===== src/kmc_pkg.sv =====
`timescale 1ns / 1ps
`default_nettype none
package kmc_pkg;

  // Quotient width of every division: Q1.16 features and center means
  localparam int QW = 17;

  typedef enum logic [1:0] {
    ACT_LOAD  = 2'd0,
    ACT_START = 2'd1,
    ACT_QPAT  = 2'd2,
    ACT_QCEN  = 2'd3
  } action_t;

  typedef enum logic [1:0] {
    ST_CONV   = 2'd0,
    ST_LIMIT  = 2'd1,
    ST_BADCFG = 2'd2,
    ST_ACK    = 2'd3
  } status_t;

  typedef enum logic [1:0] {
    CFG_PATTERNS = 2'd0,
    CFG_DIMS     = 2'd1,
    CFG_CLUSTERS = 2'd2,
    CFG_ITERS    = 2'd3
  } cfg_index_t;

  typedef struct packed {
    logic [1:0]         action;
    logic [9:0]         pattern_index;
    logic [3:0]         cluster_index;
    logic [3:0]         dim_index;
    logic signed [15:0] raw_value;
  } in_item_t;

  typedef struct packed {
    logic [1:0]  status;
    logic [3:0]  assigned_cluster;
    logic [16:0] feature_value;
    logic [10:0] member_count;
    logic [13:0] rounds_run;
  } out_item_t;

endpackage
`default_nettype wire


===== src/kmc_div.sv =====
`timescale 1ns / 1ps
`default_nettype none
module kmc_div import kmc_pkg::*; #(
  parameter int DVW = 20
) (
  input  wire logic               clk,
  input  wire logic               rst_n,
  input  wire logic               start,
  input  wire logic [QW+DVW-1:0]  dividend,
  input  wire logic [DVW-1:0]     divisor,
  output logic                    done,
  output logic [QW-1:0]           quotient
);

  localparam int CW = $clog2(QW + 1);

  logic [DVW-1:0] rem_r, rem_nxt;
  logic [QW-1:0]  dvd_r, dvd_nxt;
  logic [QW-1:0]  quo_r, quo_nxt;
  logic [DVW-1:0] dvs_r, dvs_nxt;
  logic [CW-1:0]  cnt_r, cnt_nxt;
  logic           done_r, done_nxt;
  logic [DVW:0]   trial;
  logic           ge;

  // One restoring step per cycle, quotient bit from MSB down
  always_comb begin
    trial    = {rem_r, dvd_r[QW-1]};
    ge       = trial >= {1'b0, dvs_r};
    rem_nxt  = rem_r;
    dvd_nxt  = dvd_r;
    quo_nxt  = quo_r;
    dvs_nxt  = dvs_r;
    cnt_nxt  = cnt_r;
    done_nxt = 1'b0;
    if (start) begin
      rem_nxt = dividend[QW+DVW-1:QW];
      dvd_nxt = dividend[QW-1:0];
      dvs_nxt = divisor;
      cnt_nxt = CW'(QW);
    end else if (cnt_r != '0) begin
      rem_nxt  = ge ? DVW'(trial - {1'b0, dvs_r}) : DVW'(trial);
      dvd_nxt  = {dvd_r[QW-2:0], 1'b0};
      quo_nxt  = {quo_r[QW-2:0], ge};
      cnt_nxt  = cnt_r - CW'(1);
      done_nxt = (cnt_r == CW'(1));
    end
  end

  always_ff @(posedge clk) begin
    rem_r <= rem_nxt;
    dvd_r <= dvd_nxt;
    quo_r <= quo_nxt;
    dvs_r <= dvs_nxt;
    if (!rst_n) begin
      cnt_r  <= '0;
      done_r <= 1'b0;
    end else begin
      cnt_r  <= cnt_nxt;
      done_r <= done_nxt;
    end
  end

  assign done     = done_r;
  assign quotient = quo_r;

endmodule
`default_nettype wire


===== config.mk =====
export PLATFORM = sky130hd
export DESIGN_NAME = kmc_div
export DESIGN_NICKNAME = d
export VERILOG_FILES = /design/src/kmc_pkg.sv /design/src/kmc_div.sv
export SDC_FILE = /design/constraint.sdc
export NUM_CORES = 1
export LEC_CHECK = 0
export CAP_MARGIN = 40
export CORE_AREA = 3 3 116 118
export CTS_BUF_LIST = sky130_fd_sc_hd__clkbuf_4 sky130_fd_sc_hd__clkbuf_8
export CTS_CLUSTER_DIAMETER = 50
export DETAILED_ROUTE_END_ITERATION = 6
export DIE_AREA = 0 0 119 121
export DONT_BUFFER_PORTS = 1
export GPL_TIMING_DRIVEN = 0
export MAX_ROUTING_LAYER = met4
export SLEW_MARGIN = 20
export SYNTH_ARGS = -nofsm -noshare
export SYNTH_HDL_FRONTEND = slang
export SYNTH_SLANG_ARGS = --single-unit

===== constraint.sdc =====
create_clock -name clk -period 5.7 [get_ports clk]
set_input_delay 1.14 -clock clk [delete_from_list [all_inputs] [get_ports clk]]
set_output_delay 1.14 -clock clk [all_outputs]
set_load 0.01 [all_outputs]

; After elaboration in Yosys (flattened, before gate mapping)
; Index checks and enable logic that the tools add are counted.
[classes]
bitwise = 3
n_eq_ne = 1
n_mux = 7
order_cmp = 1
div = 0
addsub = 2
reduce_logical = 5
multipliers = 0
n_shift = 0
[op_table]
columns = op, n
row1 = $mux 20, 3
row2 = $mux 17, 2
row3 = $ge 21x20->1, 1
row4 = $sub 20x20->20, 1
row5 = $mux 5, 2
row6 = $eq 5x1->1 const B, 1
row7 = $reduce_bool 5->1, 1
row8 = $sub 5x1->5 const B, 1
row9 = $not 1->1, 3
row10 = $reduce_or 3->1, 1
row11 = $reduce_and 2->1, 1
row12 = $reduce_bool 2->1, 1
row13 = $reduce_or 2->1, 1
[word_totals]
romBits = 0
mem_count = 0
wordCells = 26
reg_bits = 80
output_inout_bits = 18
latch_bits = 0
mem_bits_rw = 0

; Logic depth before layout (Yosys ltp)
[depth]
word_depth = 4
ltp_mapped = 12
ltp_nobuf = 11

; Worst setup path after synthesis
; Ideal clock, no wire load.
[synth_path]
path_kind = in2reg
from = in start
to = reg dvd_r[0] (enable)
arrival_ns = 2.435
path_buffers = 1
stages = 3
setup_ns = 0.606
t_required_ns = 5.094
setup_slack_ns = 2.658
path_cell_list = inv_1 clkbuf_1 nand3_1
[synth_via]
elab_chain_cells = 1
[synth_rtl]
columns = item, line_no
row1 = "start, declared", kmc_div.sv:8  ; input wire logic start,
row2 = $reduce_bool 2->1 (no line), --
row3 = "end signal, assigned", kmc_div.sv:52  ; dvd_r <= dvd_nxt;
row4 = "end, declared", kmc_div.sv:18  ; logic [QW-1:0] dvd_r, dvd_nxt;
; No other way between the ends.
; A chain may end at the register's enable or synchronous reset.

; Final worst setup path
[layout_path]
from = reg rem_r[3]
to = reg rem_r[13] (data pin)
[layout_via]
elab_chain_cells = 4
elab_cells_between_ends = 5
[layout_rtl]
columns = item, line_no
row1 = "start, declared", kmc_div.sv:17  ; logic [DVW-1:0] rem_r, rem_nxt;
row2 = "start signal, assigned", kmc_div.sv:51  ; rem_r <= rem_nxt;
row3 = $sub 20x20->20 or $ge 21x20->1 (tied branches), "kmc_div.sv:42, kmc_div.sv:29"
row4 = $mux 20 *, kmc_div.sv:42  ; rem_nxt = ge ? DVW'(trial - {1'b0, dvs_r}) : DVW'(trial);
row5 = $mux 20 *, kmc_div.sv:41  ; end else if (cnt_r != '0) begin
row6 = $mux 20 *, kmc_div.sv:36  ; if (start) begin
row7 = via rem_nxt[13], kmc_div.sv:17
; The timed path passes the listed nets; every way through them passes the cells marked *. The select of a mux whose other input is x is not followed.

==> summary.md <==
| Metric | Value |
|---|---|
| Setup total negative slack | `0 ps` |
| HPWL after DPL | `7.13 mm` |
| Slew HR | `52.6%` |
| Slowest CP cell | `o41ai_4` |
| Mapped Nets | `455` |
| Synth area leader | `edfxtp_1` |
| Period Utilization, post-route | `53.9%` |
| CTS buffer count | `9` |
| Gpl congestion | `0.834` |
| H-Tree Depth | `3` |
| Clock group share of total power | `16.9%` |
| Reg clk slew, reported paths | `80 ps` |
| Sequential-to-total area share from yosys stat | `54.1%` |
| Logic pwr share | `45.4%` |
| Ys Warns | `0` |
| Initial antenna violation count | `0` |
| Synth cell types | `49` |
| Row count | `41` |
| Drt total wl | `9.79 mm` |
| Die width | `119 um` |
| Hold Vio Cnt, Final | `0` |
| Global Route Usage Sum | `14.8%` |
| Register bit total from synthesis | `80` |
| First-pass GRT wire length | `15.9 mm` |
| Max clock buf depth | `2` |
| Setup-failing EPs final | `0` |
| Starting Density | `34.4%` |
| R2r startpoint | `rem_r[3]` |
| Mapped Area | `4330 um2` |
| DIE AREA | `14400 um2` |
| Worst min-delay path class | `register to register` |
| Switching Fraction | `37.5%` |
| Power per cell area | `491 nW/um2` |
| CTS tree | `yes` |
| Reg-to-reg endpoint | `rem_r[13]` |
| Worst-path cell chain | `ha_1 -> a21o_1 -> a211o_1 -> o21a_1 -> o41ai_4 -> o311ai_2 -> buf_6 -> or3_1 -> o221a_2` |
| Leakage power | `1.86 nW` |
| Area share of the largest cell type after synthesis | `51.4%` |
| FF-to-FF setup slack | `2630 ps` |
| Reg power frac | `37.8%` |
| Root buf cell | `clkbuf_8` |
| Status | `complete, no violations` |
| Startpoint types | `register` |
| DRT iter0 DRCs | `157` |
| Area grow syn2layout | `10.2%` |
| Nets | `468` |
| Via-to-Cell Ratio | `5.11` |
| Crit path kind | `register to register` |
| Crit path to | `rem_r[13]` |
| DR pass1 iterations | `4` |
| Synth area leaders | `edfxtp_1 (51%), ha_1 (6.4%), mux2_2 (4.2%), a21oi_1 (3.0%), inv_1 (2.9%)` |
| CP startpoint | `rem_r[3]` |
| Max-Cap Viols | `0` |
| Detail Route Antenna Nets | `0` |
| Avg WL per Cell | `17.4 um` |
| Share of cells above drive strength 1 | `11.8%` |
| Post-route minimum period | `3070 ps` |
| Cells after Synth | `372` |
| Post-CTS sizing | `0` |
| Net Switching | `0.000878 W` |
| WHS | `527 ps` |
| Post-CTS setup buffer count | `0` |
| Number of global-route vias before repair | `2991` |
| Crit path arrival time | `3190 ps` |
| CP Capture Type | `register` |
| Least-Margin Pin Slew | `711 ps` |
| Remaining global-route overflow | `0` |
| Drt drc | `0` |
| # IOs | `78` |
| Synth Area per Inst | `11.6 um2` |
| EDFF count, synth | `74` |
| Hold_buf cts | `0` |
| Clk sinks | `80` |
| Core area | `12600 um2` |
| Diode count | `0` |
| Hold path depth | `2` |
| CP max stage delay | `480 ps` |
| Maximum VDD drop | `0.160 mV` |
| Vias | `2874` |
| Clk Latency, worst-skew pair | `360 ps` |
| Crit-path max FO | `10` |
| Die H | `121 um` |
| Final Max Slew Viols | `0` |
| Max frequency | `0.325 GHz` |
| Pwr Total | `0.00234 W` |
| Synth Flop Type | `edfxtp_1` |
| WP data required | `5820 ps` |
| RSZ-0062 raised after global routing | `no` |
| Async set or reset register ratio after synthesis | `0%` |
| Internal | `0.00147 W` |
| Worst R2R Path Depth | `9` |
| Largest net degree at the start of global routing | `27` |
| Buffers on Ports | `0` |
| Clock skew | `10.7 ps` |
## sequential cells by signal (all words and copies together) (netlist names)
| name | count |
|---|---|
| dvs_r | 20 |
| quotient | 17 |
| cnt_r | 5 |
| rem_r | 20 |
| done | 1 |
| dvd_r | 17 |
## layout by cell type, fill, tap and decap left out, drive strengths merged, types with 2 or more instances in the layout
cell     netlist  routed
a211o          2       2
dfxtp          6       6
and3           4       4
nand3         11      11
or3            4       4
xor2           7       7
mux2          16      16
o21ai         17      17
o311ai         7       7
a211oi         2       2
a21oi         26      26
inv           34      34
and2           3       3
nand2         29      29
o221a          2       2
o31a           2       2
nor2b          2       2
o211ai         5       5
o21bai         2       2
nand2b         4       4
clkbuf         7      22
o2111ai        2       2
edfxtp        74      74
nor3           7       7
buf            5       7
ha            22      22
a2111oi        2       2
mux2i         11      11
a21o           7       7
nand4          5       5
xnor2         11      11
nor2          20      20
## cell usage after synthesis, types with 2 or more instances
master / count
o311ai_1: 5
a2111oi_0: 2
mux2_2: 16
and2_1: 3
a21o_1: 7
ha_1: 22
and3_1: 4
o221a_2: 2
o211ai_1: 5
o31a_1: 2
or3_1: 4
o2111ai_1: 2
nand3_1: 11
a211o_1: 2
o311ai_2: 2
nand4_1: 5
xor2_1: 7
mux2i_1: 11
nor2b_1: 2
buf_2: 2
o21ai_0: 17
dfxtp_1: 6
a21oi_1: 26
nor2_1: 20
clkbuf_1: 7
nand2b_1: 4
edfxtp_1: 74
nor3_1: 7
o21bai_1: 2
buf_6: 2
a211oi_1: 2
nand2_1: 29
xnor2_1: 11
inv_1: 34
## power groups by stage
stage	logic, W	clock network [W]	registers [W]
after global placement	0.00104	0	0.000895
after global routing	0.00118	0.000439	0.000903
final	0.00106	0.000395	0.000885
after CTS	0.00106	0.000418	0.000887
after detailed placement	0.00105	0	0.000897
after floorplan	0.000840	0	0.000878
## cell type report
cell class              count  area, um2
fillers                  1238       7800
repair buffers              2       31.3
clock inverters             1       5.00
clock buffers              15        181
flip-flops and latches     80       2340
inverters                  34        128
plain buffers              12       62.6
well taps                 172        215
multi-input cells         246       1800
## logic make-up (layout without fill, tap and decap cells)
group,Yosys count,in the layout,synth area share [%]
xor+xnor,18,18,3.64
flops,80,80,54.1
simple gates,92,92,10.1
compound gates,86,86,14.2
mux,27,27,6.71
fa+ha+maj,23,23,6.82
buf+inv,46,64,4.40
## layer usage
layer | up-vias | part of all wire, % | routed length, um | GRT usage, %
met2 | 70 | 47 | 4570 | 22.7
li1 | 1417 | - | - | -
met4 | 0 | 1.8 | 175 | 5.50
met1 | 1373 | 46 | 4490 | 18.4
met3 | 14 | 5.7 | 556 | 4.66
met5 | - | 0 | 0 | -
## stage by stage
step           cells  setup slack [ps]  utilization, %  area (um2)
3_3_place_gp     544              1690            36.1        4540
5_1_grt          562              2370            37.9        4770
3_5_place_dp     546              2650            36.5        4580
2_1_floorplan    372              2660               -        4330
6_report         562              2630            37.9        4770
4_1_cts          562              2640            37.9        4770
## worst min-delay path by stage
| stage | endpoint | from | slack (ps) |
|---|---|---|---|
| after detailed placement | quotient[8] | quotient[7] | 520 |
| after floorplan | cnt_r[4] | cnt_r[4] | 480 |
| after CTS | cnt_r[4] | cnt_r[4] | 530 |
| final | cnt_r[4] | cnt_r[4] | 530 |
| after global routing | quotient[4] | quotient[3] | 540 |
| after global placement | cnt_r[4] | cnt_r[4] | 500 |
## critical path: cells and delay by family (launching register included)
kind                     cells  cell delay, ps
flip-flops                   1             390
adder cells (fa/ha/maj)      1             370
AND/OR/NAND/NOR              1             320
AO/OA/AOI/OAI                6            1550
buffers and inverters        1             200
Power figures use the tool's default switching activity.
