`src/kmc_pkg.sv`:
```
`timescale 1ns / 1ps
`default_nettype none
package kmc_pkg;

  // Quotient width of every division: Q1.16 features and center means
  localparam int QW = 17;

  typedef enum logic [1:0] {
    ACT_LOAD  = 2'd0,
    ACT_START = 2'd1,
    ACT_QPAT  = 2'd2,
    ACT_QCEN  = 2'd3
  } action_t;

  typedef enum logic [1:0] {
    ST_CONV   = 2'd0,
    ST_LIMIT  = 2'd1,
    ST_BADCFG = 2'd2,
    ST_ACK    = 2'd3
  } status_t;

  typedef enum logic [1:0] {
    CFG_PATTERNS = 2'd0,
    CFG_DIMS     = 2'd1,
    CFG_CLUSTERS = 2'd2,
    CFG_ITERS    = 2'd3
  } cfg_index_t;

  typedef struct packed {
    logic [1:0]         action;
    logic [9:0]         pattern_index;
    logic [3:0]         cluster_index;
    logic [3:0]         dim_index;
    logic signed [15:0] raw_value;
  } in_item_t;

  typedef struct packed {
    logic [1:0]  status;
    logic [3:0]  assigned_cluster;
    logic [16:0] feature_value;
    logic [10:0] member_count;
    logic [13:0] rounds_run;
  } out_item_t;

endpackage
`default_nettype wire

```
`src/kmc_dist.sv`:
```
`timescale 1ns / 1ps
`default_nettype none
module kmc_dist import kmc_pkg::*; #(
  parameter int DSW = 38
) (
  input  wire logic          clk,
  input  wire logic          clr,
  input  wire logic          mul_en,
  input  wire logic          acc_en,
  input  wire logic [QW-1:0] a,
  input  wire logic [QW-1:0] b,
  output logic [DSW-1:0]     acc
);

  logic [2*QW-1:0] prod_r, prod_nxt;
  logic [DSW-1:0]  acc_r, acc_nxt;
  logic [QW-1:0]   diff;

  // Square the absolute difference, then add it into the distance
  always_comb begin
    diff     = (a > b) ? (a - b) : (b - a);
    prod_nxt = mul_en ? (2*QW)'(diff) * (2*QW)'(diff) : prod_r;
    acc_nxt  = acc_r;
    if (clr) acc_nxt = '0;
    else if (acc_en) acc_nxt = acc_r + DSW'(prod_r);
  end

  always_ff @(posedge clk) begin
    prod_r <= prod_nxt;
    acc_r  <= acc_nxt;
  end

  assign acc = acc_r;

endmodule
`default_nettype wire
```
`config.mk`:
```
export PLATFORM = sky130hd
export DESIGN_NAME = kmc_dist
export DESIGN_NICKNAME = d
export VERILOG_FILES = /design/src/kmc_pkg.sv /design/src/kmc_dist.sv
export SDC_FILE = /design/constraint.sdc
export NUM_CORES = 1
export LEC_CHECK = 0
export BUFFER_PORTS_ARGS = -buffer_cell sky130_fd_sc_hd__buf_2
export CAP_MARGIN = 20
export CORE_MARGIN = 1.5
export CORE_UTILIZATION = 53
export CTS_CLUSTER_SIZE = 14
export DETAILED_ROUTE_END_ITERATION = 10
export PLACE_DENSITY_LB_ADDON = 0.12
export SLEW_MARGIN = 20
export SYNTH_ARGS = -nofsm -noshare
export SYNTH_HDL_FRONTEND = slang
export SYNTH_SLANG_ARGS = --single-unit
```
`constraint.sdc`:
```
create_clock -name clk -period 10.8 [get_ports clk]
set_input_delay 1.62 -clock clk [delete_from_list [all_inputs] [get_ports clk]]
set_output_delay 1.62 -clock clk [all_outputs]
set_load 0.03 [all_outputs]
```
Word level (Yosys, flattened, before mapping)
Index checks and enable logic that the tools add are counted.
- $add $sub $neg: 3
- multipliers: 1
- order comparisons: 1
- muxes and demuxes: 1
- operators by type and width (operator ; count):
    $add 38x34->38 ; 1
    $mul 17x17->34 ; 1
    $sub 17x17->17 ; 2
    $gt 17x17->1 ; 1
    $mux 17 ; 1
- register bits after elaboration: 72
- input bits: 38
- output and inout bits: 38

Longest topological paths before layout
Gate-level depths: netlist (run 1).
- depth in word-level cells: 3
- depth in mapped cells: 38
- gate-level depth less buffers: 36

Worst setup path after synthesis (run 1)
OpenSTA, ideal clock, no wires.
- kind: in2reg
- start: in a[4]
- end: reg prod_r[33], data pin
- library setup time: 268 ps
- arrival: 9402 ps
- required time: 10532 ps
- path slack: 1130 ps
- cell stages on the path: 37
- cell sequence: inv_1 -> ha_1 -> buf_2 -> and2_1 -> a22oi_1 -> a31oi_1 -> o22ai_2 -> o22ai_2 -> o21ai_2 -> buf_6 -> a211oi_1 -> a21oi_2 -> xor2_2 -> inv_2 -> buf_2 -> nor2_1 -> fa_1 -> inv_1 -> fa_1 -> fa_1 -> inv_1 -> fa_1 -> fa_1 -> inv_1 -> fa_1 -> inv_1 -> ha_1 -> a21oi_1 -> o21ai_0 -> a21oi_2 -> nand3b_1 -> a32oi_2 -> a311o_1 -> a311oi_2 -> o21ai_1 -> a21oi_2 -> xnor3_1
- longest elaborated chain between the ends: 3
- elaborated cells between the ends (all ways): 5
- RTL lines (element ; RTL line ; text):
    start: declaration ; kmc_dist.sv:10 ; input wire logic [QW-1:0] a,
    $sub 17x17->17 / $gt 17x17->1 (equally long branches) ; kmc_dist.sv:21 ; diff = (a > b) ? (a - b) : (b - a);
    $mux 17 (*) ; kmc_dist.sv:21 ;
    $mul 17x17->34 (*) ; kmc_dist.sv:22 ; prod_nxt = mul_en ? (2*QW)'(diff) * (2*QW)'(diff) : prod_r;
    end signal: assignment ; kmc_dist.sv:29 ; prod_r <= prod_nxt;
    end: declaration ; kmc_dist.sv:15 ; logic [2*QW-1:0] prod_r, prod_nxt;
Every way passes the cells marked *; elsewhere a longest branch is shown, timed or not.
A chain may end at the register's enable or synchronous reset.

Worst setup path after layout (run 1)
Ends and elaborated chain as after synthesis.

==> results of run 1 <==
per-layer routing:
layer,vias up,wire length [um]
met4,0,610
met2,239,12900
met3,41,1330
met1,4742,13700
li1,4981,-
met5,-,0
worst max-delay path by stage:
stage,startpoint,to,slack [ns],cells past startpoint
after floorplan,a[4],prod_r[33],1.13,37
after global placement,a[4],prod_r[33],0.46,35
after detailed placement,a[4],prod_r[33],0.25,35
after CTS,a[4],prod_r[33],0.61,35
after global routing,a[4],prod_r[33],0.02,35
final,a[4],prod_r[33],0.63,35
critical path, delay by kind of cell:
kind / cells / cell delay, ns
buffers and inverters: 8 / 0.81
AOI/OAI and AO/OA: 13 / 2.53
xor gates and xnor gates: 2 / 0.96
and+or+nand+nor: 3 / 0.52
adders and majority gates: 8 / 3.63
muxes: 1 / 0.10
stage by stage:
stage / instance area, um2 / cells
2_1_floorplan: 13700 / 1514
3_3_place_gp: 14400 / 1896
3_5_place_dp: 14400 / 1896
4_1_cts: 14700 / 1912
5_1_grt: 14700 / 1912
6_report: 14700 / 1912
cell families (layout without fill, tap and decap cells):
logic type                 after synthesis  in the layout
muxes                                   35             35
DFF                                     71             71
and+or+nand+nor                        324            324
buffers and inverters                  366            434
AOI/OAI and AO/OA                      267            267
xor gates and xnor gates                83             83
adders and majority gates              368            368
synthesized netlist by cell type (4+ instances only):
cell / instances / area (um2)
o21a_1: 8 / 60.1
a22oi_1: 5 / 37.5
a31oi_1: 8 / 50.1
nand2_1: 100 / 375
dfxtp_1: 38 / 761
nor2_2: 5 / 31.3
ha_1: 175 / 2190
or3_1: 5 / 31.3
fa_1: 193 / 3860
inv_2: 8 / 30.0
o211ai_1: 4 / 30.0
o22ai_1: 6 / 37.5
a31o_2: 4 / 35.0
nand4_1: 6 / 37.5
nand3_1: 12 / 60.1
nor3_1: 6 / 30.0
a21oi_1: 73 / 365
clkbuf_1: 17 / 63.8
edfxtp_1: 33 / 991
mux2i_1: 29 / 290
nor2b_1: 10 / 62.6
nand2b_1: 17 / 106
nor2_1: 140 / 526
o21bai_1: 11 / 82.6
xor2_1: 22 / 193
inv_1: 317 / 1190
buf_2: 17 / 85.1
o21ai_0: 34 / 170
a21oi_2: 5 / 43.8
a21o_1: 50 / 375
and3_1: 9 / 56.3
o21ai_1: 4 / 20.0
a211oi_1: 18 / 135
xnor2_1: 54 / 473
area by class of cell:
type / count / area (um2) / area share, %
flip-flops and latches: 71 / 1750 / 11.9
clock inverters: 7 / 48.8 / 0.332
clock buffers: 9 / 225 / 1.53
repair buffers: 93 / 523 / 3.56
well taps: 330 / 413 / 2.81
multi-input cells: 1077 / 10500 / 71.5
inverters: 325 / 1220 / 8.31
state kept, by name (all words and copies together), names as in the netlist:
| register | cells |
|---|---|
| acc | 38 |
| prod_r | 33 |
==> run metrics, run 1 <==
setup ws final 0.631 ns; flop-to-flop setup slack around 7.5 ns; Hold Fails Final Rpt 0; Post-DP HPWL approximately 24000 um; largest net degree at the start of global routing a little under 50; GR peak layer met2; syn_area_per_cell 9.03 um2; Worst EP required approximately 11 ns; initial antenna violation count 0; crit path capture type register; met2 Track Usage GR 37.3%; Placeable Area 0.0253 mm2; Least-Margin Pin Slew 1.08 ns; Adder-Cell Fraction of Synth Area 44.3%; diode count 0; Placement Setup Slack 0.251 ns; # resized after CTS 0; Final setup viols 0; fin crit share 94.2%; die span in y between 150 and 200 um; R2R Path End acc[34]; post-synthesis register bit count roughly 70; register area share after synthesis 12.8%; FF-to-FF path depth 12; hold wc startpoint acc[35]; commonest non-fill, non-tap cell in the layout inv_1; Slew headroom about 28%; Post-Syn Nets about 1900; drt first pass iters 5; Sum Neg Setup Slack 0 ns; Worst-path clk slew 0.06 ns; # Post-CTS Setup Buffers 0; Placer Congestion 0.854; status finished, final reports clean; Max FO, Critical Path 20; Slowest-stage cell, CP xnor2_1; Post-Route Utilization 58.1%; # clock sinks 71; Crit path top cell by count fa_1; CTS tree done; overall die area 0.0268 mm2; Synth async-reset ratio 0%; Std-Cell Rows 58; final wirelength 28500 um; htree depth 3; Netlist cell types 80; RSZ-0062 raised after global routing no; Hold EP acc[35]; Mapped Area 0.0137 mm2; Setup crit start kind input pin; post-DR vias/cell 5.23; Ports 76; first-pass GRT wire length 48900 um; number of max-cap violations 0; CP Data Arrival Time 10.24 ns; r2r startpoint prod_r[0]; share of layout cells above drive strength 1 10.2%; yosys synthesis warning count 0; post-synthesis xor/xnor area fraction 5.75%; drt wl/cell 14.9 um; Filler cells ~2300; Crit Path Class in -> reg; Worst path max stage delay around 0.65 ns; CTS Hold Bufs 0; Residual DRC 0; largest family of logic cells by synthesized area adder cells; post-synthesis compound-gate area fraction 13.8%; Syn Inst Count 1514; DRT iter0 DRCs 611; overall fraction of global-route tracks in use a little under a quarter; fin. max-slew vios 0; clk_lat worst skew 0.33 ns; met3 Use GR roughly 2.6%; simple-gate area share of the yosys netlist 10.3%; met1 Use GR around a third; Nets 1983; worst hold slack 0.495 ns; root buffer cell clkbuf_16; clock skew 0.00505 ns; Post-synth EDFFs 33; Initial Util between 50 and 60%; Hold Path Class reg -> reg; cts bufs inserted 9; vias in the first global route 10256; grt ovf 0; Most used DFF post-synth dfxtp_1; ANT nets after route 0; hold path depth 2; Max Fclk roughly 98 MHz; crit path time final 10.17 ns; routed vias ~10000; post-synthesis mux area share around 2.7%; commonest cells after routing, fill and taps aside inv_1 (317), fa_1 (193), ha_1 (175); Layout area overhead 7.43%; CTS max path bufs 2; number of port buffers 75; DIE WIDTH 164 um
Power of run 1 is left out: the tool's default activity adds up to more than one toggle a clock period on the data nets, which glitch-free logic cannot reach.
==> run 2: changes to the inputs <==
--- a/config.mk
+++ b/config.mk
@@ -5,13 +5,13 @@
 export SDC_FILE = /design/constraint.sdc
 export NUM_CORES = 1
 export LEC_CHECK = 0
-export BUFFER_PORTS_ARGS = -buffer_cell sky130_fd_sc_hd__buf_2
 export CAP_MARGIN = 20
-export CORE_MARGIN = 1.5
 export CORE_UTILIZATION = 53
 export CTS_CLUSTER_SIZE = 14
 export DETAILED_ROUTE_END_ITERATION = 10
+export DONT_BUFFER_PORTS = 1
 export PLACE_DENSITY_LB_ADDON = 0.12
+export SKIP_CTS_REPAIR_TIMING = 1
 export SLEW_MARGIN = 20
 export SYNTH_ARGS = -nofsm -noshare
 export SYNTH_HDL_FRONTEND = slang
==> run metrics, run 2 (synthesis gave the netlist of run 1 again) <==
Worst-path clk slew 0.05 ns; Filler cells 2274; Register Area 0.00175 mm2; first-pass GRT wire length around 48000 um; final non-filler cell total 1842; Slowest-stage cell, CP fa_1; routed vias 9646; final wirelength 28400 um; Std-Cell Rows 58; clock skew 0.00511 ns; htree depth 3; status finished, final reports clean; post-DR vias/cell 5.24; fin. max-slew vios 0; Placeable Area 0.0253 mm2; grt ovf 0; diode count 0; root buffer cell clkbuf_16; Initial Util 54.1%; Max FO, Critical Path 12; RSZ-0062 raised after global routing no; area of the multi-input gates 0.0105 mm2; Slew headroom 42.8%; Crit path top cell by count fa_1; share of layout cells above drive strength 1 approximately 6.1%; vias in the first global route 9994; Hold Fails Final Rpt 0; CTS tree done; fin crit share between 90% and 100%; Nets between 1500 and 2000; # clock sinks 71; Residual DRC 0; commonest cells after routing, fill and taps aside inv_1 (317), fa_1 (193), ha_1 (175); CTS max path bufs 2; CP Data Arrival Time 10.13 ns; Post-Place Cells 1827; number of port buffers 0; initial antenna violation count 0; DIE WIDTH 163 um; clk_lat worst skew between 0.3 and 0.4 ns; drt wl/cell 15.4 um; overall fraction of global-route tracks in use between 20% and 30%; max FFs per register 38; DRT iter0 DRCs 478; FF-to-FF path depth 11; crit path time final 10.06 ns; Crit Path Class in -> reg; Worst EP required 10.87 ns; Worst path max stage delay approximately 0.54 ns; overall die area about 0.026 mm2; ANT nets after route 0; Post-Route Utilization between 50% and 60%; Hold Path Class reg -> reg; Least-Margin Pin Slew 0.852 ns; Setup crit start kind input pin; largest net degree at the start of global routing a little under 50; crit path capture type register; die span in y 163 um; drt first pass iters 4; Max Fclk roughly 99 MHz; flop-to-flop setup slack 7.35 ns; Layout area overhead 5.37%; number of max-cap violations 0; Placer Congestion 0.873; hold path depth 2; commonest non-fill, non-tap cell in the layout inv_1; cts bufs inserted 9; Ports between 70 and 80; Sum Neg Setup Slack 0 ns; Final setup viols 0; Post-DP HPWL between 20000 and 25000 um
-- run 2: cell types whose count changed in the layout (fill, tap and decap cells not counted), sizes merged --
cell      previous run  this run
buf                 93        24
inv                326       325
clkinvlp             3         2
bufinv               0         3
clkinv               3         1
-- run 2: metal layers --
layer / global-route usage [%] / vias up / share of wire [%]
li1: - / 4837 / -
met2: 37.3 / 201 / 45
met1: 32.2 / 4578 / 50
met5: 0 / - / 0
met3: 1.76 / 30 / 3.7
met4: 5.27 / 0 / 1.5
-- run 2: worst max-delay path: cells and delay by family --
kind | cells | cell delay (ns)
xor+xnor | 2 | 0.74
fa+ha+maj | 8 | 3.69
mux | 1 | 0.34
buf+inv | 6 | 0.64
simple gates | 3 | 0.53
compound gates | 13 | 2.53
-- run 2: layout make-up --
class                      count  share of cell area, %
inverter                     325                   8.47
sequential                    71                   12.2
clock buffer                   9                   1.56
timing repair buffer          24                   1.25
clock inverter                 6                  0.765
multi-input combinational   1077                   72.9
tap                          330                   2.87
-- run 2: final timing paths --
path | startpoint | to
max | a[4] | prod_r[33]
min | acc[17] | acc[17]
max reg2reg | acc[2] | acc[34]
min reg2reg | acc[17] | acc[17]
-- run 2: stage by stage --
stage,hold slack [ns],worst slack (ns),cell area [um2]
after floorplan,0.568,1.13,13700
after global placement,0.624,0.509,14100
after detailed placement,0.640,0.349,14100
after CTS,0.647,0.680,14400
after global routing,0.675,0.275,14400
final,0.646,0.739,14400
Power of run 2 is left out for the same reason.
